**src/rtl/core/kpt_pkg.sv**
```systemverilog
// Shared types and constants for the key pair table.
// Depends on nothing; every other file in rtl/core imports it.
package kpt_pkg;

  localparam int KEY_W       = 16;
  localparam int COUNT_OUT_W = 5;

  // Request type codes
  localparam logic REQ_ADD  = 1'b0;
  localparam logic REQ_TAKE = 1'b1;

  // Write port source select
  typedef enum logic [2:0] {
    W_NONE,
    W_APPEND,
    W_MOVE,
    W_SHIFT,
    W_LAST
  } wsel_t;

  // Commands from the controller to the datapath
  typedef struct packed {
    logic  load;        // capture the request word, clear per-request state
    logic  clr_walk;    // rewind the slot walker
    logic  walk;        // advance the slot walker by one read
    logic  full_bound;  // walk up to the table depth instead of the count
    logic  rd_last;     // read the last valid slot and drop the count
    wsel_t wsel;        // what the write port stores this cycle
    logic  cnt_inc;     // bump the count after an append
    logic  mark_evict;  // flag the result as an eviction
    logic  emit;        // load the result register
  } kpt_cmd_t;

  // Status from the datapath to the controller
  typedef struct packed {
    logic rd_hit;    // slot just read matches the request key
    logic walk_end;  // walker has covered every slot up to its bound
    logic take;      // current request is a take
    logic full;      // every slot holds a key
    logic out_free;  // result register can take a new word
  } kpt_sts_t;

endpackage

```
**src/rtl/core/kpt_if.sv**
```systemverilog
// Request and response channel interfaces for the key pair table.
// Depends on kpt_pkg for the key width.
interface kpt_req_if import kpt_pkg::*; ();
  logic             valid;
  logic             ready;
  logic             req_type;
  logic [KEY_W-1:0] key_code;

  modport source (output valid, req_type, key_code, input ready);
  modport sink   (input valid, req_type, key_code, output ready);
endinterface

interface kpt_rsp_if import kpt_pkg::*; ();
  logic                   valid;
  logic                   ready;
  logic                   hit;
  logic                   evicted;
  logic [KEY_W-1:0]       evicted_key;
  logic [COUNT_OUT_W-1:0] entry_count;

  modport source (output valid, hit, evicted, evicted_key, entry_count, input ready);
  modport sink   (input valid, hit, evicted, evicted_key, entry_count, output ready);
endinterface

```
**src/rtl/core/kpt_datapath.sv**
```systemverilog
// Datapath of the key pair table: slot memory, slot walker, count and result register.
// Depends on kpt_pkg and kpt_if; driven by commands from kpt_ctrl.
module kpt_datapath import kpt_pkg::*; #(
  parameter int TABLE_DEPTH = 16
) (
  input  logic             clk,
  input  logic             rst,
  input  kpt_cmd_t         cmd,
  output kpt_sts_t         sts,
  input  logic             req_type,
  input  logic [KEY_W-1:0] key_code,
  kpt_rsp_if.source        rsp
);

  localparam int CW = $clog2(TABLE_DEPTH + 1);
  localparam int IW = (TABLE_DEPTH > 1) ? $clog2(TABLE_DEPTH) : 1;
  localparam logic [CW-1:0] DEPTH_C   = CW'(TABLE_DEPTH);
  localparam logic [IW-1:0] LAST_SLOT = IW'(TABLE_DEPTH - 1);

  logic [KEY_W-1:0] key_slots [TABLE_DEPTH];
  logic [KEY_W-1:0] rdata;
  logic [KEY_W-1:0] key;
  logic             take;
  logic [CW-1:0]    count;
  logic [CW-1:0]    idx;
  logic             pend;
  logic [IW-1:0]    pend_idx;
  logic             found;
  logic [IW-1:0]    pos;
  logic             ev_flag;
  logic [KEY_W-1:0] ev_key;

  logic                   rsp_valid;
  logic                   rsp_hit;
  logic                   rsp_evicted;
  logic [KEY_W-1:0]       rsp_evicted_key;
  logic [COUNT_OUT_W-1:0] rsp_entry_count;

  logic [CW-1:0]    bound;
  logic [CW-1:0]    count_dec;
  logic             walk_issue;
  logic             rd_en;
  logic [IW-1:0]    rd_addr;
  logic             rd_hit;
  logic             wr_en;
  logic [IW-1:0]    wr_addr;
  logic [KEY_W-1:0] wr_data;

  // Walker bound and read port address
  assign bound      = cmd.full_bound ? DEPTH_C : count;
  assign count_dec  = count - 1'b1;
  assign walk_issue = cmd.walk && (idx < bound);
  assign rd_en      = walk_issue || cmd.rd_last;
  assign rd_addr    = cmd.rd_last ? count_dec[IW-1:0] : idx[IW-1:0];
  assign rd_hit     = pend && (rdata == key);

  // Write port source select
  always_comb begin
    wr_en   = 1'b0;
    wr_addr = '0;
    wr_data = key;
    case (cmd.wsel)
      W_APPEND: begin
        wr_en   = 1'b1;
        wr_addr = count[IW-1:0];
        wr_data = key;
      end
      W_MOVE: begin
        wr_en   = 1'b1;
        wr_addr = pos;
        wr_data = rdata;
      end
      W_SHIFT: begin
        wr_en   = pend && (pend_idx != '0);
        wr_addr = IW'(pend_idx - 1'b1);
        wr_data = rdata;
      end
      W_LAST: begin
        wr_en   = 1'b1;
        wr_addr = LAST_SLOT;
        wr_data = key;
      end
      default: begin
        wr_en = 1'b0;
      end
    endcase
  end

  // Slot memory: one write and one registered read per cycle
  always_ff @(posedge clk) begin
    if (wr_en) begin
      key_slots[wr_addr] <= wr_data;
    end
    if (rd_en) begin
      rdata <= key_slots[rd_addr];
    end
  end

  // Request capture, match record and eviction record
  always_ff @(posedge clk) begin
    if (cmd.load) begin
      key     <= key_code;
      take    <= req_type;
      found   <= 1'b0;
      pos     <= '0;
      ev_flag <= 1'b0;
      ev_key  <= '0;
    end else begin
      if (cmd.walk && !cmd.full_bound && rd_hit) begin
        found <= 1'b1;
        pos   <= pend_idx;
      end
      if ((cmd.wsel == W_SHIFT) && pend && (pend_idx == '0)) begin
        ev_key <= rdata;
      end
      if (cmd.mark_evict) begin
        ev_flag <= 1'b1;
      end
    end
  end

  // Slot walker and entry count
  always_ff @(posedge clk) begin
    if (rst) begin
      idx      <= '0;
      pend     <= 1'b0;
      pend_idx <= '0;
      count    <= '0;
    end else begin
      if (cmd.load || cmd.clr_walk) begin
        idx  <= '0;
        pend <= 1'b0;
      end else if (cmd.walk) begin
        idx      <= idx + CW'(walk_issue);
        pend     <= walk_issue;
        pend_idx <= idx[IW-1:0];
      end
      if (cmd.rd_last) begin
        count <= count_dec;
      end else if (cmd.cnt_inc) begin
        count <= count + 1'b1;
      end
    end
  end

  // Result register: hold until the sink takes the word
  always_ff @(posedge clk) begin
    if (rst) begin
      rsp_valid <= 1'b0;
    end else if (cmd.emit) begin
      rsp_valid <= 1'b1;
    end else if (rsp.ready) begin
      rsp_valid <= 1'b0;
    end
  end

  always_ff @(posedge clk) begin
    if (cmd.emit) begin
      rsp_hit         <= found;
      rsp_evicted     <= ev_flag;
      rsp_evicted_key <= ev_key;
      rsp_entry_count <= COUNT_OUT_W'(count);
    end
  end

  assign rsp.valid       = rsp_valid;
  assign rsp.hit         = rsp_hit;
  assign rsp.evicted     = rsp_evicted;
  assign rsp.evicted_key = rsp_evicted_key;
  assign rsp.entry_count = rsp_entry_count;

  // Status back to the controller
  assign sts.rd_hit   = rd_hit;
  assign sts.walk_end = !pend && !(idx < bound);
  assign sts.take     = take;
  assign sts.full     = (count == DEPTH_C);
  assign sts.out_free = !rsp_valid || rsp.ready;

endmodule

```
**src/rtl/core/kpt_ctrl.sv**
```systemverilog
// Controller of the key pair table: sequences search, move, append and shift.
// Depends on kpt_pkg; commands kpt_datapath through kpt_cmd_t.
module kpt_ctrl import kpt_pkg::*; (
  input  logic     clk,
  input  logic     rst,
  input  logic     in_valid,
  output logic     in_ready,
  input  kpt_sts_t sts,
  output kpt_cmd_t cmd
);

  typedef enum logic [2:0] {
    S_IDLE,
    S_SCAN,
    S_MV_RD,
    S_MV_WR,
    S_APPEND,
    S_SHIFT,
    S_LAST,
    S_DONE
  } state_t;

  state_t state;
  state_t state_next;

  // Next state and command decode
  always_comb begin
    state_next = state;
    cmd        = '0;
    cmd.wsel   = W_NONE;
    case (state)
      S_IDLE: begin
        if (in_valid) begin
          cmd.load   = 1'b1;
          state_next = S_SCAN;
        end
      end
      S_SCAN: begin
        cmd.walk = 1'b1;
        if (sts.rd_hit) begin
          state_next = sts.take ? S_MV_RD : S_DONE;
        end else if (sts.walk_end) begin
          if (sts.take) begin
            state_next = S_DONE;
          end else if (sts.full) begin
            cmd.clr_walk = 1'b1;
            state_next   = S_SHIFT;
          end else begin
            state_next = S_APPEND;
          end
        end
      end
      S_MV_RD: begin
        cmd.rd_last = 1'b1;
        state_next  = S_MV_WR;
      end
      S_MV_WR: begin
        cmd.wsel   = W_MOVE;
        state_next = S_DONE;
      end
      S_APPEND: begin
        cmd.wsel    = W_APPEND;
        cmd.cnt_inc = 1'b1;
        state_next  = S_DONE;
      end
      S_SHIFT: begin
        cmd.walk       = 1'b1;
        cmd.full_bound = 1'b1;
        cmd.wsel       = W_SHIFT;
        if (sts.walk_end) begin
          state_next = S_LAST;
        end
      end
      S_LAST: begin
        cmd.wsel       = W_LAST;
        cmd.mark_evict = 1'b1;
        state_next     = S_DONE;
      end
      S_DONE: begin
        if (sts.out_free) begin
          cmd.emit   = 1'b1;
          state_next = S_IDLE;
        end
      end
      default: begin
        state_next = S_IDLE;
      end
    endcase
  end

  // State and registered ready
  always_ff @(posedge clk) begin
    if (rst) begin
      state    <= S_IDLE;
      in_ready <= 1'b1;
    end else begin
      state    <= state_next;
      in_ready <= (state_next == S_IDLE);
    end
  end

endmodule

```
**src/rtl/core/key_pair_table_core.sv**
```systemverilog
// Top level of the key pair table: controller plus datapath with slot memory.
// Depends on kpt_pkg, kpt_if, kpt_ctrl and kpt_datapath.
//
//  channel  dir  payload                                    handshake
//  req      in   req_type, key_code                         req.valid / req.ready
//  rsp      out  hit, evicted, evicted_key, entry_count     rsp.valid / rsp.ready
//
// One request at a time; the search reads one slot per cycle from the slot memory.
// A search stops on a match or after reading every valid slot; an append adds a write,
// a take that hits adds a read of the last slot and a write into the matched slot for
// the move; an add on a full table shifts every slot down and writes the key last.
// Reset clears the count and control; the slot memory is not cleared.
// The result register holds its word while rsp.ready is low; a new request is taken
// meanwhile, and its result waits in the done state until the register frees up.
module key_pair_table_core import kpt_pkg::*; #(
  parameter int TABLE_DEPTH = 16
) (
  input  logic    clk,
  input  logic    rst,
  kpt_req_if.sink req,
  kpt_rsp_if.source rsp
);

  kpt_cmd_t cmd;
  kpt_sts_t sts;

  kpt_ctrl u_ctrl (
    .clk      (clk),
    .rst      (rst),
    .in_valid (req.valid),
    .in_ready (req.ready),
    .sts      (sts),
    .cmd      (cmd)
  );

  kpt_datapath #(
    .TABLE_DEPTH (TABLE_DEPTH)
  ) u_dp (
    .clk      (clk),
    .rst      (rst),
    .cmd      (cmd),
    .sts      (sts),
    .req_type (req.req_type),
    .key_code (req.key_code),
    .rsp      (rsp)
  );

  // Block stays busy right after taking a request
  a_busy_after_accept: assert property (@(posedge clk) disable iff (rst)
    (req.valid && req.ready) |=> !req.ready)
    else $error("request port ready right after accept");

  // Never overwrite a result word the sink has not taken
  a_emit_when_free: assert property (@(posedge clk) disable iff (rst)
    cmd.emit |-> (!rsp.valid || rsp.ready))
    else $error("result overwritten before it was taken");

  // An eviction leaves the table full and is never a hit
  a_evict_full: assert property (@(posedge clk) disable iff (rst)
    (rsp.valid && rsp.evicted) |->
      (!rsp.hit && (rsp.entry_count == COUNT_OUT_W'(TABLE_DEPTH))))
    else $error("eviction reported on a table that is not full");

  // Count only moves while a request is in flight
  a_count_idle: assert property (@(posedge clk) disable iff (rst)
    (cmd.cnt_inc || cmd.rd_last) |-> !req.ready)
    else $error("entry count changed while idle");

endmodule

```
**src/flat_wrapper.sv**
```systemverilog
// flat-port wrapper written by rule: the top's interface ports become plain ports
module key_pair_table_core_flat import kpt_pkg::*;
#(
  parameter int TABLE_DEPTH = 16
)
  (clk, rst, req_valid, req_req_type, req_key_code, req_ready, rsp_valid, rsp_hit, rsp_evicted, rsp_evicted_key, rsp_entry_count, rsp_ready);
  kpt_req_if req_i ();
  kpt_rsp_if rsp_i ();
  input  logic clk;
  input  logic rst;
  input wire logic [$bits(req_i.valid)-1:0] req_valid;
  input wire logic [$bits(req_i.req_type)-1:0] req_req_type;
  input wire logic [$bits(req_i.key_code)-1:0] req_key_code;
  output wire logic [$bits(req_i.ready)-1:0] req_ready;
  output wire logic [$bits(rsp_i.valid)-1:0] rsp_valid;
  output wire logic [$bits(rsp_i.hit)-1:0] rsp_hit;
  output wire logic [$bits(rsp_i.evicted)-1:0] rsp_evicted;
  output wire logic [$bits(rsp_i.evicted_key)-1:0] rsp_evicted_key;
  output wire logic [$bits(rsp_i.entry_count)-1:0] rsp_entry_count;
  input wire logic [$bits(rsp_i.ready)-1:0] rsp_ready;
  assign req_i.valid = req_valid;
  assign req_i.req_type = req_req_type;
  assign req_i.key_code = req_key_code;
  assign req_ready = req_i.ready;
  assign rsp_valid = rsp_i.valid;
  assign rsp_hit = rsp_i.hit;
  assign rsp_evicted = rsp_i.evicted;
  assign rsp_evicted_key = rsp_i.evicted_key;
  assign rsp_entry_count = rsp_i.entry_count;
  assign rsp_i.ready = rsp_ready;
  key_pair_table_core #(.TABLE_DEPTH(TABLE_DEPTH)) u_core (.clk(clk), .rst(rst), .req(req_i), .rsp(rsp_i));
endmodule
```
**config.mk**
```make
export PLATFORM = sky130hd
export DESIGN_NAME = key_pair_table_core_flat
export DESIGN_NICKNAME = d
export VERILOG_FILES = /design/src/rtl/core/kpt_pkg.sv /design/src/rtl/core/kpt_if.sv /design/src/rtl/core/kpt_datapath.sv /design/src/rtl/core/kpt_ctrl.sv /design/src/rtl/core/key_pair_table_core.sv /design/src/flat_wrapper.sv
export SDC_FILE = /design/constraint.sdc
export NUM_CORES = 1
export LEC_CHECK = 0
export ABC_CLOCK_PERIOD_IN_PS = 4800
export BUFFER_PORTS_ARGS = -buffer_cell sky130_fd_sc_hd__buf_4
export CORE_MARGIN = 1.5
export CORE_UTILIZATION = 50
export DETAILED_ROUTE_END_ITERATION = 16
export GPL_TIMING_DRIVEN = 0
export PLACE_DENSITY = 0.73
export RECOVER_POWER = 25
export SYNTH_ARGS = -nofsm -noshare
export SYNTH_HDL_FRONTEND = slang
export SYNTH_SLANG_ARGS = --single-unit
```
**constraint.sdc**
```tcl
create_clock -name clk -period 4.8 [get_ports clk]
set_clock_uncertainty 0.15 [all_clocks]
set_input_delay 0.72 -clock clk [delete_from_list [all_inputs] [get_ports clk]]
set_output_delay 0.72 -clock clk [all_outputs]
set_load 0.05 [all_outputs]
```
==> impl_metrics.csv <==
group,metric,value,unit
run_status,outcome,"finished, violations left",
run_status,violations,"capacitance limit, slew limit",
grt,grt_util_all_layers,19.4,%
floorplan,die-area,29400,um^2
setup_path,end_kind,"flop",
grt,antenna_found_initial,0,
cts,numClockSinks,354,
finish,layout_common_cells,"edfxtp_1 (312), mux2i_1 (73), mux4_2 (64), clkbuf_1 (45), nor2_1 (45)",
setup_path,crit_type,"reg -> reg",
job,cap_viol_max_count,1,
hold_path,worstHoldStart,"req_key_code[0]",
finish,final_common_cell,"edfxtp_1",
drt,routed_wl,27600,um
cts,clockBufferDepth,3,
grt,grt_pass1_wl,42300,um
sta,setup_slack,0.934,ns
synthesis,synth_warnings,0,
floorplan,core_area,27900,um^2
cts,clock_latency,0.53,ns
placement,dpl.hpwl,18800,um
cts,htreeDepth,2,
finish,diodes,0,
sta,tns,0,ns
setup_path,startpoint,"u_core.u_ctrl.state[0]",
drt,drc,0,
grt,grt_util_met3,2.78,%
floorplan,initial_core_util,50.9,%
cts,cts_tree,"built",
drt,vias,7171,
setup_path,reg2reg_slack,0.93,ns
cts,postCtsSetupBuffers,0,
sta,setup_viol,0,
hold_path,hold_class,"in -> reg",
setup_path,cp_max_fo,10,
sta,hold_viol,0,
floorplan,die_h,171,um
finish,drive_above_1_share,22.9,%
sta,fmax,259,MHz
grt,met1_usage,27.1,%
grt,grt_pass1_vias,7209,
synthesis,syn_nets,803,
placement,port_buffers,45,
synthesis,synthesis.area,14200,um^2
floorplan,ios,46,
placement,gp_congestion,0.868,
setup_path,required,5.04,ns
sta,tightest_slew,1.49,ns
cts,cts-hold-fix-buffers,0,
synthesis,synth.distinct_cells,49,
drt,first_pass_iters,5,
floorplan,fp.dieW,171,um
placement,preCtsSetupSlack,0.990,ns
cts,path_clk_slew,0.06,ns
setup_path,cp.arrival,4.11,ns
synthesis,syn_inst,772,
drt,wl_per_cell,21.6,um
finish,layout.nets,902,
grt,grt_max_degree,27,
setup_path,start_kind,"flop",
synthesis,ys_seq_elements,354,
drt,ant_nets,0,
cts,root_buffer,"clkbuf_16",
setup_path,rr_startpoint,"u_core.u_ctrl.state[0]",
finish,areaGrowthSynthToFinish,15.0,%
sta,slew_headroom,-0.00871,%
pwr,power.total,9.11,mW
sta,rsz0062_at_grt,"false",
grt,grt-busiest-layer,"met2",
synthesis,synthArstFlopShare,0,%
drt,post_drt_via_cell_ratio,5.63,
synthesis,post_synth.cell_area_avg,18.4,um^2
cts,cts-resized-gates,0,
floorplan,num_rows,61,
sta,final.min_clock_period,3.87,ns
synthesis,ys_seq_area_share,71.9,%
pwr,ir_drop,0.250,mV
grt,grt_use_met2,31.7,%
sta,post-route-period-util,80.5,%
sta,slew_violations,1,
pwr,p_leak,5.87,nW
synthesis,synth_ff_type,"edfxtp_1",
grt,overflow,0,
pwr,cellPowerDensity,558,nW/um^2
cts,numCtsBuffers,36,
synthesis,synth-edff-count,312,
drt,drt-initial-drc-count,609,
## state kept, by name, summed over array words and instances, names as in the netlist, 3 cells and up
name	flops
u_core.u_dp.key_slots	256
u_core.u_dp.ev_key	16
u_core.u_dp.key	16
u_core.u_dp.rdata	16
u_core.u_dp.rsp.evicted_key	16
u_core.u_dp.count	5
u_core.u_dp.idx	5
u_core.u_dp.rsp.entry_count	5
u_core.u_dp.pend_idx	4
u_core.u_dp.pos	4
u_core.u_ctrl.state	3
## synthesized netlist by cell type, types with 11 or more instances
cell | n | area [um^2]
mux2_2 | 16 | 180
nor3_1 | 16 | 80.1
mux2i_1 | 73 | 731
edfxtp_1 | 312 | 9370
mux4_2 | 64 | 1440
nand2_1 | 28 | 105
nor2_1 | 53 | 199
dfxtp_1 | 42 | 841
xnor2_1 | 21 | 184
inv_1 | 11 | 41.3
a21oi_1 | 21 | 105
buf_6 | 12 | 135
## path summary, 6_finish.rpt
check	end	depth (start not counted)
worst max-delay path	u_core.u_dp.pend_idx[3]	11
worst min-delay path	u_core.u_dp.key[0]	1
worst max register to register	u_core.u_dp.pend_idx[3]	11
worst min register to register	u_core.u_dp.rsp.entry_count[2]	0
## layer usage
layer | vias up | share of wire, %
met5 | - | 0
li1 | 3250 | -
met4 | 0 | 2.3
met3 | 50 | 6.1
met2 | 266 | 48
met1 | 3605 | 44
## final cells by class
class | count | area (um^2)
fillers | 2012 | 11500
flip-flops and latches | 354 | 10200
multi-input cells | 375 | 3770
clock buffers | 47 | 962
well taps | 378 | 473
repair buffers | 61 | 454
plain buffers | 31 | 223
clock inverters | 16 | 180
inverters | 12 | 45.0
## logic make-up (layout without fill, tap and decap cells)
family | after synthesis | in the layout | synth area share [%]
AOI/OAI and AO/OA | 56 | 56 | 2.74
xor gates and xnor gates | 27 | 27 | 1.67
adders and majority gates | 10 | 10 | 0.882
buffers and inverters | 43 | 167 | 1.90
DFF | 354 | 354 | 71.9
muxes | 153 | 153 | 16.6
and+or+nand+nor | 129 | 129 | 4.30
## where the power goes
group          total (mW)  switching [mW]  internal, mW
combinational        2.39            1.44         0.953
sequential           4.01           0.150          3.86
clock                2.70            1.12          1.59
## critical path: stages (launching register included)
cell and delay (ns):
dfxtp_1 0.43, clkbuf_1 0.36, inv_1 0.23, nor2_1 0.51
a21oi_1 0.18, ha_1 0.36, nand4_1 0.14, a311oi_2 0.40
nor2_1 0.18, o41ai_4 0.50, mux2i_1 0.24, nor2_1 0.05
## stage by stage
| step | hold slack [ns] | instances | instance area, um^2 | util, % |
|---|---|---|---|---|
| global placement | 0.264 | 1195 | 15000 | 53.9 |
| floorplan | 0.256 | 772 | 14200 | - |
| finish | 0.250 | 1274 | 16300 | 58.6 |
| global route | 0.237 | 1274 | 16300 | 58.6 |
| CTS | 0.211 | 1274 | 16400 | 59.0 |
| detailed placement | 0.266 | 1211 | 15300 | 54.9 |
No activity file was read; power rests on OpenSTA's default activity.
